## config.mk

```make
export PLATFORM = sky130hd
export DESIGN_NAME = eopm_ctrl
export DESIGN_NICKNAME = d
export VERILOG_FILES = /design/src/hdl/even_odd_polygon_mask_rasterizer_assert.svh /design/src/hdl/eopm_pkg.sv /design/src/hdl/eopm_ctrl.sv
export SDC_FILE = /design/constraint.sdc
export NUM_CORES = 1
export LEC_CHECK = 0
export BUFFER_PORTS_ARGS = -buffer_cell sky130_fd_sc_hd__buf_2
export CAP_MARGIN = 0
export CORE_ASPECT_RATIO = 1.5
export CORE_UTILIZATION = 45
export CTS_CLUSTER_SIZE = 16
export DETAILED_ROUTE_END_ITERATION = 10
export PLACE_DENSITY = 0.71
export SLEW_MARGIN = 20
export SYNTH_ARGS = -nofsm -noshare
export SYNTH_HDL_FRONTEND = slang
export SYNTH_SLANG_ARGS = --single-unit
```

## constraint.sdc

```tcl
create_clock -name clk -period 3.3 [get_ports clk]
set_input_delay 0.165 -clock clk [delete_from_list [all_inputs] [get_ports clk]]
set_output_delay 0.165 -clock clk [all_outputs]
set_load 0.02 [all_outputs]
```

## src/hdl/even_odd_polygon_mask_rasterizer_assert.svh

```systemverilog
// ----------------------------------------------------------------------------
// Assertion macros for the even-odd polygon mask rasteriser
// Shared property forms, written once so that every checking site reads alike.
// ----------------------------------------------------------------------------
`ifndef EVEN_ODD_POLYGON_MASK_RASTERIZER_ASSERT_SVH
`define EVEN_ODD_POLYGON_MASK_RASTERIZER_ASSERT_SVH
`ifndef NO_ASSERTIONS
// Same-cycle implication, sampled on clk and silent while rst is high.
`define EOPM_ASSERT_IMPL(label, ante, cons) \
  label: assert property (@(posedge clk) disable iff (rst) (ante) |-> (cons)) \
    else $error("eopm assertion failed");
// Next-cycle implication, sampled on clk and silent while rst is high.
`define EOPM_ASSERT_NEXT(label, ante, cons) \
  label: assert property (@(posedge clk) disable iff (rst) (ante) |=> (cons)) \
    else $error("eopm assertion failed");
`else
`define EOPM_ASSERT_IMPL(label, ante, cons)
`define EOPM_ASSERT_NEXT(label, ante, cons)
`endif
`endif

```

## src/hdl/eopm_pkg.sv

```systemverilog
// ----------------------------------------------------------------------------
// eopm_pkg
// Sizes, codes and controller/datapath interface types of the rasteriser.
// ----------------------------------------------------------------------------
package eopm_pkg;

  localparam int MAX_WIDTH    = 256;
  localparam int MAX_HEIGHT   = 256;
  localparam int MAX_VERTICES = 64;

  // Fixed field widths.
  localparam int CRDW  = 24;   // signed Q16.8 coordinate
  localparam int TSW   = 23;   // unsigned Q15.8 size
  localparam int DIMW  = 9;    // used mask size register
  localparam int TCW   = 8;    // texel column or row of a read
  localparam int CFGW  = 24;   // configuration data
  localparam int CFGIW = 3;    // configuration index

  // Derived widths.
  localparam int CAW  = $clog2(MAX_WIDTH);
  localparam int RAW  = $clog2(MAX_HEIGHT);
  localparam int VAW  = $clog2(MAX_VERTICES);
  localparam int XW   = $clog2(MAX_WIDTH + 1);
  localparam int YW   = $clog2(MAX_HEIGHT + 1);
  localparam int CNTW = $clog2(MAX_VERTICES + 1);
  localparam int POSW = CRDW + 1;                  // corner plus extent
  localparam int NW   = POSW + 1;                  // span numerator
  localparam int IW   = ((CAW > RAW) ? CAW : RAW) + 1;  // 2*i+1
  localparam int PW   = IW + TSW + 2;              // doubled sample point
  localparam int DW   = PW + 1;                    // long edge difference
  localparam int SW   = CRDW + 2;                  // short edge difference
  localparam int MLO  = 18;                        // low partial product slice

  typedef enum logic [2:0] {
    OP_CLEAR      = 3'd0,
    OP_FILL       = 3'd1,
    OP_ADD_VERTEX = 3'd2,
    OP_RASTER     = 3'd3,
    OP_READ       = 3'd4
  } op_t;

  localparam logic [CFGIW-1:0] REG_ORIGIN_X    = 3'd0;
  localparam logic [CFGIW-1:0] REG_ORIGIN_Y    = 3'd1;
  localparam logic [CFGIW-1:0] REG_TEXEL_SIZE  = 3'd2;
  localparam logic [CFGIW-1:0] REG_MASK_WIDTH  = 3'd3;
  localparam logic [CFGIW-1:0] REG_MASK_HEIGHT = 3'd4;

  localparam logic [1:0] SPAN_X_LO = 2'd0;
  localparam logic [1:0] SPAN_X_HI = 2'd1;
  localparam logic [1:0] SPAN_Y_LO = 2'd2;
  localparam logic [1:0] SPAN_Y_HI = 2'd3;

  typedef struct packed {
    logic load_in;
    logic vert_add;
    logic cnt_clear;
    logic y_zero;
    logic y_from_span;
    logic y_inc;
    logic x_from_span;
    logic x_inc;
    logic clr_wr;
    logic fill_wr;
    logic buf_wr;
    logic row_rd_texel;
    logic span_reset;
    logic div_start;
    logic vp_zero;
    logic vp_inc;
    logic e_zero;
    logic e_inc;
    logic bb_update;
    logic prod_x;
    logic prod_y;
    logic px_set;
    logic py_set;
    logic prev_load;
    logic diff_load;
    logic in_zero;
    logic edge_cmp;
    logic rowbuf_load;
    logic rowbuf_set;
    logic read_done;
    logic finish;
  } dp_cmd_t;

  typedef struct packed {
    logic div_done;
    logic span_last;
    logic y_clr_last;
    logic y_end;
    logic x_end;
    logic cnt_zero;
    logic e_last;
  } dp_sts_t;

endpackage

```

## src/hdl/eopm_ctrl.sv

```systemverilog
// ----------------------------------------------------------------------------
// eopm_ctrl
// Command sequencer: decodes each command and steps the datapath through it.
// ----------------------------------------------------------------------------
module eopm_ctrl (
  input  logic              clk,
  input  logic              rst,
  input  logic              start,
  input  logic [2:0]        opcode,
  input  eopm_pkg::dp_sts_t sts,
  output eopm_pkg::dp_cmd_t cmd,
  output logic              busy
);
  import eopm_pkg::*;

  typedef enum logic [19:0] {
    S_IDLE      = 20'h00001,
    S_INIT      = 20'h00002,
    S_CLR       = 20'h00004,
    S_FIN       = 20'h00008,
    S_SPAN_GO   = 20'h00010,
    S_SPAN_WAIT = 20'h00020,
    S_FR_CHK    = 20'h00040,
    S_FR_WR     = 20'h00080,
    S_BB        = 20'h00100,
    S_PR_CHK    = 20'h00200,
    S_PR_ROW    = 20'h00400,
    S_PX_CHK    = 20'h00800,
    S_PX_SETUP  = 20'h01000,
    S_E_DIFF    = 20'h02000,
    S_E_MUL1    = 20'h04000,
    S_E_MUL2    = 20'h08000,
    S_E_CMP     = 20'h10000,
    S_PX_SET    = 20'h20000,
    S_RD        = 20'h40000,
    S_RD2       = 20'h80000
  } state_t;

  state_t state, state_next;
  logic   is_fill, is_fill_next;

  always_ff @(posedge clk) begin
    if (rst) begin
      state   <= S_INIT;
      is_fill <= 1'b0;
    end else begin
      state   <= state_next;
      is_fill <= is_fill_next;
    end
  end

  assign busy = (state != S_IDLE);

  always_comb begin
    cmd          = '0;
    state_next   = state;
    is_fill_next = is_fill;
    unique case (state)
      S_IDLE: begin
        if (start) begin
          cmd.load_in    = 1'b1;
          cmd.span_reset = 1'b1;
          unique case (op_t'(opcode))
            OP_CLEAR: begin
              cmd.y_zero = 1'b1;
              state_next = S_CLR;
            end
            OP_FILL: begin
              is_fill_next = 1'b1;
              state_next   = S_SPAN_GO;
            end
            OP_ADD_VERTEX: begin
              cmd.vert_add = 1'b1;
              state_next   = S_FIN;
            end
            OP_RASTER: begin
              is_fill_next = 1'b0;
              if (sts.cnt_zero) begin
                state_next = S_FIN;
              end else begin
                cmd.vp_zero = 1'b1;
                cmd.e_zero  = 1'b1;
                state_next  = S_BB;
              end
            end
            OP_READ: begin
              state_next = S_RD;
            end
            default: begin
              state_next = S_FIN;
            end
          endcase
        end
      end
      S_INIT: begin
        cmd.clr_wr = 1'b1;
        cmd.y_inc  = 1'b1;
        if (sts.y_clr_last) begin
          state_next = S_IDLE;
        end
      end
      S_CLR: begin
        cmd.clr_wr = 1'b1;
        cmd.y_inc  = 1'b1;
        if (sts.y_clr_last) begin
          state_next = S_FIN;
        end
      end
      S_FIN: begin
        cmd.finish = 1'b1;
        state_next = S_IDLE;
      end
      S_BB: begin
        cmd.bb_update = 1'b1;
        cmd.vp_inc    = 1'b1;
        cmd.e_inc     = 1'b1;
        if (sts.e_last) begin
          state_next = S_SPAN_GO;
        end
      end
      S_SPAN_GO: begin
        cmd.div_start = 1'b1;
        state_next    = S_SPAN_WAIT;
      end
      S_SPAN_WAIT: begin
        if (sts.div_done) begin
          if (sts.span_last) begin
            cmd.y_from_span = 1'b1;
            state_next      = is_fill ? S_FR_CHK : S_PR_CHK;
          end else begin
            state_next = S_SPAN_GO;
          end
        end
      end
      S_FR_CHK: begin
        state_next = sts.y_end ? S_FIN : S_FR_WR;
      end
      S_FR_WR: begin
        cmd.fill_wr = 1'b1;
        cmd.y_inc   = 1'b1;
        state_next  = S_FR_CHK;
      end
      S_PR_CHK: begin
        if (sts.y_end) begin
          cmd.cnt_clear = 1'b1;
          state_next    = S_FIN;
        end else begin
          cmd.prod_y = 1'b1;
          state_next = S_PR_ROW;
        end
      end
      S_PR_ROW: begin
        cmd.rowbuf_load = 1'b1;
        cmd.py_set      = 1'b1;
        cmd.x_from_span = 1'b1;
        state_next      = S_PX_CHK;
      end
      S_PX_CHK: begin
        if (sts.x_end) begin
          cmd.buf_wr = 1'b1;
          cmd.y_inc  = 1'b1;
          state_next = S_PR_CHK;
        end else begin
          cmd.prod_x  = 1'b1;
          cmd.vp_zero = 1'b1;
          cmd.e_zero  = 1'b1;
          cmd.in_zero = 1'b1;
          state_next  = S_PX_SETUP;
        end
      end
      S_PX_SETUP: begin
        cmd.px_set    = 1'b1;
        cmd.prev_load = 1'b1;
        cmd.vp_inc    = 1'b1;
        state_next    = S_E_DIFF;
      end
      S_E_DIFF: begin
        cmd.diff_load = 1'b1;
        cmd.prev_load = 1'b1;
        state_next    = S_E_MUL1;
      end
      S_E_MUL1: begin
        state_next = S_E_MUL2;
      end
      S_E_MUL2: begin
        state_next = S_E_CMP;
      end
      S_E_CMP: begin
        cmd.edge_cmp = 1'b1;
        if (sts.e_last) begin
          state_next = S_PX_SET;
        end else begin
          cmd.e_inc  = 1'b1;
          cmd.vp_inc = 1'b1;
          state_next = S_E_DIFF;
        end
      end
      S_PX_SET: begin
        cmd.rowbuf_set = 1'b1;
        cmd.x_inc      = 1'b1;
        state_next     = S_PX_CHK;
      end
      S_RD: begin
        cmd.row_rd_texel = 1'b1;
        state_next       = S_RD2;
      end
      S_RD2: begin
        cmd.read_done = 1'b1;
        state_next    = S_FIN;
      end
      default: begin
        state_next = S_IDLE;
      end
    endcase
  end

endmodule
```

==> summary.md, run 1 <==
| Metric | Value |
|---|---|
| Outcome | finished clean |
| H-tree levels | 1 |
| Detailed Route WL | a little over 4 mm |
| Ys Warns | 0 |
| Average wire per standard cell | ~15 µm |
| Fin. max-slew vios | 0 |
| CP Class | flip-flop to output port |
| Worst clock skew | about 0.0024 ns |
| DRC viols | 0 |
| Critical path's largest stage delay | 0.50 ns |
| Worst hold path class | input port to flip-flop |
| Worst vdd rail ir drop | between 0.15 and 0.2 mV |
| Placer Congestion | 0.8574 |
| Ant diodes | 0 |
| Final Instance Area | 0.001794 mm² |
| Post-CTS resize count | 0 |
| Placed Cells | 261 |
| Setup Viol. Count Final | 0 |
| Worst slew pin tran | roughly 0.6 ns |
| GRT Residual Overflow | 0 |
| Placeable core area | 0.003222 mm² |
| Leak | ~0.91 nW |
| Worst-Skew Late Latency | ~0.26 ns |
| Number of buffers added on ports | 44 |
| CP max-delay cell | nor4_4 |
| Area occupied by multi-input gates | just over 0.001 mm² |
| Setup repair bufs after CTS | 0 |
| Initial DRT Pass Iterations | 4 |
| Number of clock sinks | 21 |
| Buf/Inv on CP | 1 |
| DRT iter0 DRCs | 33 |
| First-pass GRT wire length | about 6.4 mm |
| Final min period | ~2.8 ns |
| Die width | 49.77 µm |
| Cells after synthesis | 187 |
| Post-CTS Hold Buffers | 0 |
| # Max-Cap Violations | 0 |
| Post-Syn Area | about 0.0015 mm² |
| P per Cell Area | 301.4 mW/mm² |
| Worst rel slew slack | between 50% and 60% |
| Layout cells sized above 1 | approximately 28% |
| Total power | roughly 540 µW |
| Core Util, Final | between 50% and 60% |
| Crit share post-route | around 83% |
| Synth-to-Final Area Change | 16.49% |
| RSZ-0062 raised after global routing | no |
| Largest net degree at the start of global routing | 12 |
| Library cells used by synthesis | 50 |
| Setup WS post-layout | between 0.5 and 0.6 ns |
| CTS Buf Count | 3 |
| Register area | roughly 420 µm² |
| Fin Setup TNS | 0 ns |
| Dpl hpwl | ~3.4 mm |
| Crit-path leading delay family | simple AND/OR/NAND/NOR gates |
| Max Root-Sink Buffers | 2 |
| Worst-path fanout max | 7 |
| Fraction of registers with async set/reset | 0% |
| FILL cells | around 320 |
| Final non-filler cell total | between 200 and 300 |
| CTS Root Cell | clkbuf_8 |
| Vias in the first global route | between 1000 and 1500 |
| CP startpoint kind | flip-flop |
| Initial core utilization | 47.81% |
| Post-synth EDFFs | 0 |
| Worst EP arrival | roughly 2.6 ns |
| Post-DRT Antenna Nets | 0 |
| IO Pins | 45 |
| Die height | around 74 µm |
| Predominant post-synthesis flop cell | dfxtp_1 |
| Vias per Instance | 5.751 |
| Initial antenna violation count | 0 |
| GRT Total Usage | a little under a quarter |
| Rows | 25 |
| Avg Cell Area, Syn | slightly above 8 µm² |
| CTS tree | yes |
| Cell Area, Placed | 0.001749 mm² |
| Critical path cell sequence | nor4_4, nand3_2, nand4b_1, nor3b_1, and2b_1, buf_2 |
| Dpl ws | 0.8640 ns |
| Vias post-DR | 1524 |
| Yosys reg bits | 21 |
| Net Count, Synth | 200 |
| Data required, critical path | between 3 and 4 ns |
| Crit end category | output port |
| Final nets | 239 |
| Hold Vio Cnt, Final | 0 |
| Sequential area share after synthesis | a little over a quarter |
| Highest Clock Rate | roughly 360 MHz |
| Clk pin slew, worst setup/hold paths | 0.07 ns |
| Die Area | ~0.0037 mm² |
| Hold Worst Slack | 0.1079 ns |
==> flip-flops by register name (all words and copies together), names as in the netlist <==
register / flops
is_fill: 1
state: 20
==> worst reg2reg max path, stage by stage, from the launching register on <==
cell and delay, ns:
dfxtp_1 0.39, nor4_4 0.52, nand4_1 0.33, nor4_1 0.42, nor2_1 0.17, a31oi_4 0.24, and4b_1 0.23
==> cell usage after synthesis (2+ instances only) <==
cell / n / area share, %
xor2_1: 4 / 2.3
nor4_2: 3 / 2.4
or2_2: 3 / 1.2
nor2_1: 25 / 6.1
nand4b_1: 2 / 1.1
a21o_1: 2 / 0.97
nor4_1: 8 / 3.2
and2_1: 4 / 1.6
and3b_1: 2 / 1.1
nand3b_1: 5 / 2.4
o22ai_1: 2 / 0.81
nand2_1: 13 / 3.2
and3_1: 4 / 1.6
nor3_1: 8 / 2.6
inv_1: 8 / 1.9
xnor2_1: 3 / 1.7
a211o_1: 2 / 1.1
nor2b_1: 3 / 1.2
nand3_1: 3 / 0.97
clkbuf_1: 3 / 0.73
nand2b_1: 6 / 2.4
dfxtp_1: 21 / 27
nor4_4: 4 / 5.5
and4b_1: 4 / 2.6
buf_4: 6 / 2.9
o21ai_0: 2 / 0.65
or3_1: 2 / 0.81
a21oi_1: 5 / 1.6
nor3b_1: 4 / 1.9
nand4_1: 6 / 2.4
==> cells by family (layout without fill, tap and decap cells) <==
group	after synthesis	in the layout	share of synthesized area [%]
compound gates	25	25	13.08
xor+xnor	7	7	3.981
buf+inv	18	56	5.930
flops	21	21	27.29
simple gates	116	116	49.72
==> layout by cell type, fill, tap and decap left out, types with 2 or more instances in the layout <==
cell type  instances
nor3b_1            4
xnor2_1            3
dfxtp_1           21
and3b_1            2
buf_2             44
nor4_4             4
or2_2              3
o22ai_1            2
nor4_1             8
inv_1              8
nor2b_1            3
a21o_1             2
nand4b_1           2
a21oi_1            5
or3_1              2
nand2b_1           6
xor2_1             4
nand3_1            3
nand3b_1           5
a211o_1            2
clkbuf_8           3
nor3_1             8
and2_1             4
o21ai_0            2
and4b_1            4
and3_1             4
nor4_2             3
nor2_1            25
nand4_1            6
nand2_1           13
==> worst paths after layout <==
path / from / depth (start not counted) / slack [ns] / endpoint
worst max register to register: state[8] / 6 / 0.94 / state[15]
worst max-delay path: state[12] / 6 / 0.55 / cmd[10]
worst min register to register: is_fill / 2 / 0.51 / state[6]
worst min-delay path: sts[3] / 2 / 0.11 / state[7]
==> per-layer routing <==
layer  track usage, %  wire, µm  up-vias
li1                 -         -      764
met4            9.524        79        0
met1            24.08      1721      701
met2            46.25      2134       52
met3            2.484       162        7
met5                0         0        -
==> area by class of cell <==
class / count / share of cell area (%)
well taps: 40 / 2.789
clock buffers: 4 / 2.510
flip-flops and latches: 21 / 23.43
repair buffers: 44 / 12.27
multi-input cells: 148 / 57.32
inverters: 8 / 1.674
==> where the power goes <==
part | internal (mW) | switching [mW]
combinational | 0.0409 | 0.0655
sequential | 0.257 | 0.00801
clock | 0.0862 | 0.0831
total | 0.384 | 0.157
Note: power is estimated with default switching activity, not from simulation.
==> run 2, diff against run 1 <==
==> constraint.sdc (replaced) <==
create_clock -name clk -period 2.8 [get_ports clk]
set_input_delay 0.14 -clock clk [delete_from_list [all_inputs] [get_ports clk]]
set_output_delay 0.14 -clock clk [all_outputs]
set_load 0.02 [all_outputs]
==> run 2 against run 1 <==
  * Cell count rose by 0.75%
  * First-iteration DRC count rose by 9.1%
  * Sequential power rose by 18%
  * Critical path type unchanged
  * Largest cell class unchanged
  * Sequential share of layout area fell by 0.31 points
  * Design area rose by 1.3%
==> summary.md, run 2 (synthesized netlist as in run 1, its figures left out) <==
| Metric | Value |
|---|---|
| Most frequent cells in the layout | buf_2 (44), nor2_1 (25), dfxtp_1 (21) |
| Placer Congestion | 0.8576 |
| Fin. max-slew vios | 0 |
| Setup Viol. Count Final | 0 |
| Detailed Route WL | slightly above 4 mm |
| DRT iter0 DRCs | 36 |
| Die Area | roughly 0.0037 mm² |
| Clk pin slew, worst setup/hold paths | 0.08 ns |
| CTS Root Cell | clkbuf_8 |
| Crit-path leading delay family | simple AND/OR/NAND/NOR gates |
| # Max-Cap Violations | 0 |
| DRC viols | 0 |
| Most flop-heavy register | state |
| Die width | 49.77 µm |
| Rows | 25 |
| Worst clock skew | ~0.005 ns |
| Worst vdd rail ir drop | ~0.19 mV |
| Worst slew pin tran | 0.5402 ns |
| Buf/Inv on CP | 2 |
| Number of buffers added on ports | between 40 and 50 |
| RR Startpoint | state[15] |
| Initial DRT Pass Iterations | 4 |
| Outcome | finished clean |
| Critical path cell sequence | nor4_4, nand4_1, nor3_2, inv_1, nor2_1, and3_1, buf_2 |
| CP startpoint kind | flip-flop |
| First-pass GRT wire length | 6.748 mm |
| GRT Residual Overflow | 0 |
| Vias in the first global route | 1481 |
| Worst setup startpoint | state[15] |
| Worst hold path class | input port to flip-flop |
| Average wire per standard cell | between 15 and 20 µm |
| CTS Buf Count | 3 |
| Synth-to-Final Area Change | 18.03% |
| Largest net degree at the start of global routing | 13 |
| Initial antenna violation count | 0 |
| Hold Vio Cnt, Final | 0 |
| Data required, critical path | between 2 and 3 ns |
| CP Class | flip-flop to output port |
| Max Root-Sink Buffers | 2 |
| Vias post-DR | roughly 1600 |
| RSZ-0062 raised after global routing | no |
| Final min period | about 2.6 ns |
| Largest registers | state (20), is_fill (1) |
| Hold_sp | sts[3] |
| Number of clock sinks | 21 |
| Post-DRT Antenna Nets | 0 |
| Vias per Instance | 5.884 |
| Most common cell after layout, fill and taps aside | buf_2 |
| Setup repair bufs after CTS | 0 |
| CP max-delay cell | nor4_4 |
| Dpl ws | 0.4373 ns |
| GRT Total Usage | 24.13% |
| Worst-Skew Late Latency | 0.26 ns |
| Layout cells sized above 1 | 29.96% |
| Crit end category | output port |
| Worst EP arrival | about 2.4 ns |
| Dpl hpwl | approximately 3.2 mm |
| Ant diodes | 0 |
| Initial core utilization | a little under half |
| Final nets | 241 |
| P per Cell Area | 355.0 mW/mm² |
| Die height | 73.65 µm |
| H-tree levels | 1 |
| Highest Clock Rate | just under 400 MHz |
| Fin Setup TNS | 0 ns |
| Max reg flops | 20 |
| Hold Worst Slack | about 0.07 ns |
| CTS tree | yes |
| Crit share post-route | between 90% and 100% |
| Worst-path fanout max | 7 |
| Leak | just over 0.9 nW |
| Worst rel slew slack | 63.69% |
| Setup WS post-layout | 0.2277 ns |
| IO Pins | 45 |
| Critical path's largest stage delay | about 0.49 ns |
| Placeable core area | ~0.0032 mm² |
## run 2: changes by cell type in the layout (fill, tap and decap cells not counted), sizes merged
cell / previous run / this run
clkinv: 0 / 1
clkbuf: 4 / 3
buf: 44 / 46
## run 2: per-layer routing
layer	global-route usage, %	share of wire [%]
met1	28.05	41
met2	42.64	49
met3	2.484	6.0
met4	13.33	3.1
met5	0	0
## run 2: power by group
group	switching (mW)	internal (mW)
Sequential	0.00977	0.303
Clock	0.104	0.0993
Combinational	0.0791	0.0505
Total	0.193	0.453
## run 2: final cells by class
cell class / instances / area (µm²)
multi-input cells: 148 / 1036
well taps: 40 / 50.05
inverters: 8 / 30.03
clock inverters: 1 / 5.005
clock buffers: 3 / 41.29
repair buffers: 46 / 235.2
fillers: 323 / 1404
flip-flops and latches: 21 / 420.4
## run 2: repair_timing
item | in CTS | in global routing
endpoints found under the setup margin | 0 | 4
gates resized for setup | 0 | 2
hold buffers | 0 | 0
## run 2: metrics by stage
stage	cells	util [%]	area, µm²	power, mW
3_3_place_gp	263	54.76	1764	0.4472
2_1_floorplan	187	-	1540	0.4080
3_5_place_dp	263	54.76	1764	0.4472
6_report	267	56.43	1818	0.6453
5_1_grt	267	56.43	1818	0.6762
4_1_cts	267	56.19	1810	0.6473
## run 2: worst reg2reg max path, cell delays in order, from the launching register on
cell	delay (ns)
dfxtp_1	0.37
nor4_4	0.49
nand3_2	0.26
nor4b_4	0.44
a311oi_2	0.12
a31oi_4	0.30
and4b_1	0.23
## run 2: final timing paths
path                             endpoint  slack (ns)  cells after the start
worst max-delay path              cmd[29]        0.23                      7
worst max register to register  state[16]        0.53                      6
worst min register to register   state[6]        0.49                      2
worst min-delay path             state[7]        0.07                      2
==> run 3, diff against run 2 <==
==> constraint.sdc (replaced) <==
create_clock -name clk -period 2.8 [get_ports clk]
set_input_delay 0.42 -clock clk [delete_from_list [all_inputs] [get_ports clk]]
set_output_delay 0.42 -clock clk [all_outputs]
set_load 0.02 [all_outputs]
==> run 3 against run 2 <==
  * Highest routed layer unchanged
  * Largest power group unchanged
  * Combinational power is 8% higher
  * Clock power down 5%
  * Utilization is 2.8 points higher
  * Die area unchanged
  * Non-clock buffer count up 10
  * Worst setup slack got worse by 0.098 ns
==> summary.md, run 3 (synthesized netlist as in run 1, its figures left out) <==
| Metric | Value |
|---|---|
| Outcome | finished clean |
| Detailed Route WL | between 4 and 5 mm |
| Initial core utilization | between 40% and 50% |
| Hold Vio Cnt, Final | 0 |
| Leak | between 0.9 and 1 nW |
| Setup Viol. Count Final | 0 |
| Die width | around 50 µm |
| Placeable core area | ~0.0032 mm² |
| Placed Cells | 268 |
| Worst-path fanout max | 6 |
| Final non-filler cell total | about 280 |
| Worst-Skew Late Latency | 0.25 ns |
| Number of buffers added on ports | 44 |
| Ant diodes | 0 |
| Dpl hpwl | 3.308 mm |
| Largest net degree at the start of global routing | 12 |
| Global route hottest layer | met2 |
| # Max-Cap Violations | 0 |
| GRT Residual Overflow | 0 |
| Data required, critical path | 2.38 ns |
| Cell Area, Placed | roughly 0.0018 mm² |
| GR Util met1 | about a quarter |
| Final nets | roughly 250 |
| CTS Root Cell | clkbuf_8 |
| Initial antenna violation count | 0 |
| Met3 Usage GRT | under 10% |
| CTS Buf Count | 3 |
| Crit end category | output port |
| Worst vdd rail ir drop | around 0.22 mV |
| Met2 GRT Util | 46.25% |
| Post-DRT Antenna Nets | 0 |
| P per Cell Area | approximately 340 mW/mm² |
| Highest Clock Rate | 374.5 MHz |
| Fin. max-slew vios | 0 |
| Vias per Instance | 5.697 |
| Max Root-Sink Buffers | 2 |
| CP startpoint kind | flip-flop |
| First-pass GRT wire length | between 6 and 7 mm |
| Worst rel slew slack | between 60% and 70% |
| Vias post-DR | 1578 |
| Die Area | 0.003666 mm² |
| DRC viols | 0 |
| Number of clock sinks | 21 |
| GRT Total Usage | 24.12% |
| Final Instance Area | 0.001907 mm² |
| Initial DRT Pass Iterations | 4 |
| Layout cells sized above 1 | between 30% and 40% |
| Largest registers | state (20), is_fill (1) |
| Most flop-heavy register | state |
| IO Pins | 45 |
| Die height | roughly 74 µm |
| Synth-to-Final Area Change | 23.80% |
| CP Class | flip-flop to output port |
| Average wire per standard cell | ~15 µm |
| Most frequent cells in the layout | buf_2 (44), nor2_1 (24), dfxtp_1 (21) |
| Placer Congestion | about 0.87 |
| H-tree levels | 1 |
| Clk pin slew, worst setup/hold paths | ~0.07 ns |
| Worst hold path class | input port to flip-flop |
| Crit share post-route | 95.36% |
| Worst clock skew | between 0.002 and 0.003 ns |
| Most common cell after layout, fill and taps aside | buf_2 |
| DRT iter0 DRCs | 38 |
| Vias in the first global route | 1492 |
| CTS tree | yes |
| Hold Worst Slack | roughly 0.38 ns |
| Worst EP arrival | roughly 2.3 ns |
| Worst slew pin tran | 0.5255 ns |
| Final min period | 2.670 ns |
| Rows | 25 |
| Max reg flops | 20 |
[run 3: cell count changes in the layout (fill, tap and decap cells not counted), sizes merged]
| cell | delta |
|---|---|
| buf | +10 |
| clkinv | -1 |
| clkbuf | +1 |
[run 3: area by class of cell]
class	count	area, µm²
Multi-Input combinational cell	148	1051
Tap cell	40	50.05
Inverter	8	30.03
Fill cell	310	1315
Sequential cell	21	420.4
Clock buffer	4	45.04
Timing Repair Buffer	56	310.3
[run 3: layer usage]
metal | vias up | wire length (µm)
li1 | 786 | -
met4 | 0 | 107
met3 | 9 | 195
met5 | - | 0
met1 | 726 | 1749
met2 | 57 | 2154
[run 3: worst paths after layout]
path                            cells after the start        end  slack (ns)      start
worst min-delay path                                2   state[7]        0.38     sts[3]
worst min register to register                      2   state[6]        0.49    is_fill
worst max-delay path                                6    cmd[14]        0.13  state[19]
worst max register to register                      7  state[16]        0.42  state[19]
[run 3: stage by stage]
stage | worst slack (ns) | power, mW | TNS (ns) | utilization, %
6_report | 0.1299 | 0.6445 | 0 | 59.18
5_1_grt | -0.01724 | 0.6725 | -0.03187 | 59.18
4_1_cts | 0.04780 | 0.6410 | 0 | 57.94
3_5_place_dp | 0.1978 | 0.4508 | 0 | 55.92
3_3_place_gp | 0.2479 | 0.4510 | 0 | 55.92
2_1_floorplan | 0.007484 | 0.4080 | 0 | -
[run 3: power by group]
group          total, mW  internal, mW  switching, mW
Clock              0.192         0.101         0.0913
Sequential         0.311         0.303        0.00829
Combinational      0.141        0.0581         0.0826
Total              0.645         0.462          0.182
[run 3: critical path, stage by stage (launching register included)]
cell and delay (ns):
dfxtp_1 0.38, nor4_4 0.46, nand3_2 0.22, nor4_1 0.37
nor2b_2 0.29, a21o_1 0.11, buf_2 0.16
[run 3: timing repair]
| item | in CTS | in global routing |
|---|---|---|
| setup buffers | 2 | 3 |
| hold buffers | 0 | 0 |
| pin swaps | 1 | 5 |
| endpoints found under the setup margin | 5 | 10 |
| cloned | 0 | 0 |
| gates resized for setup | 1 | 4 |
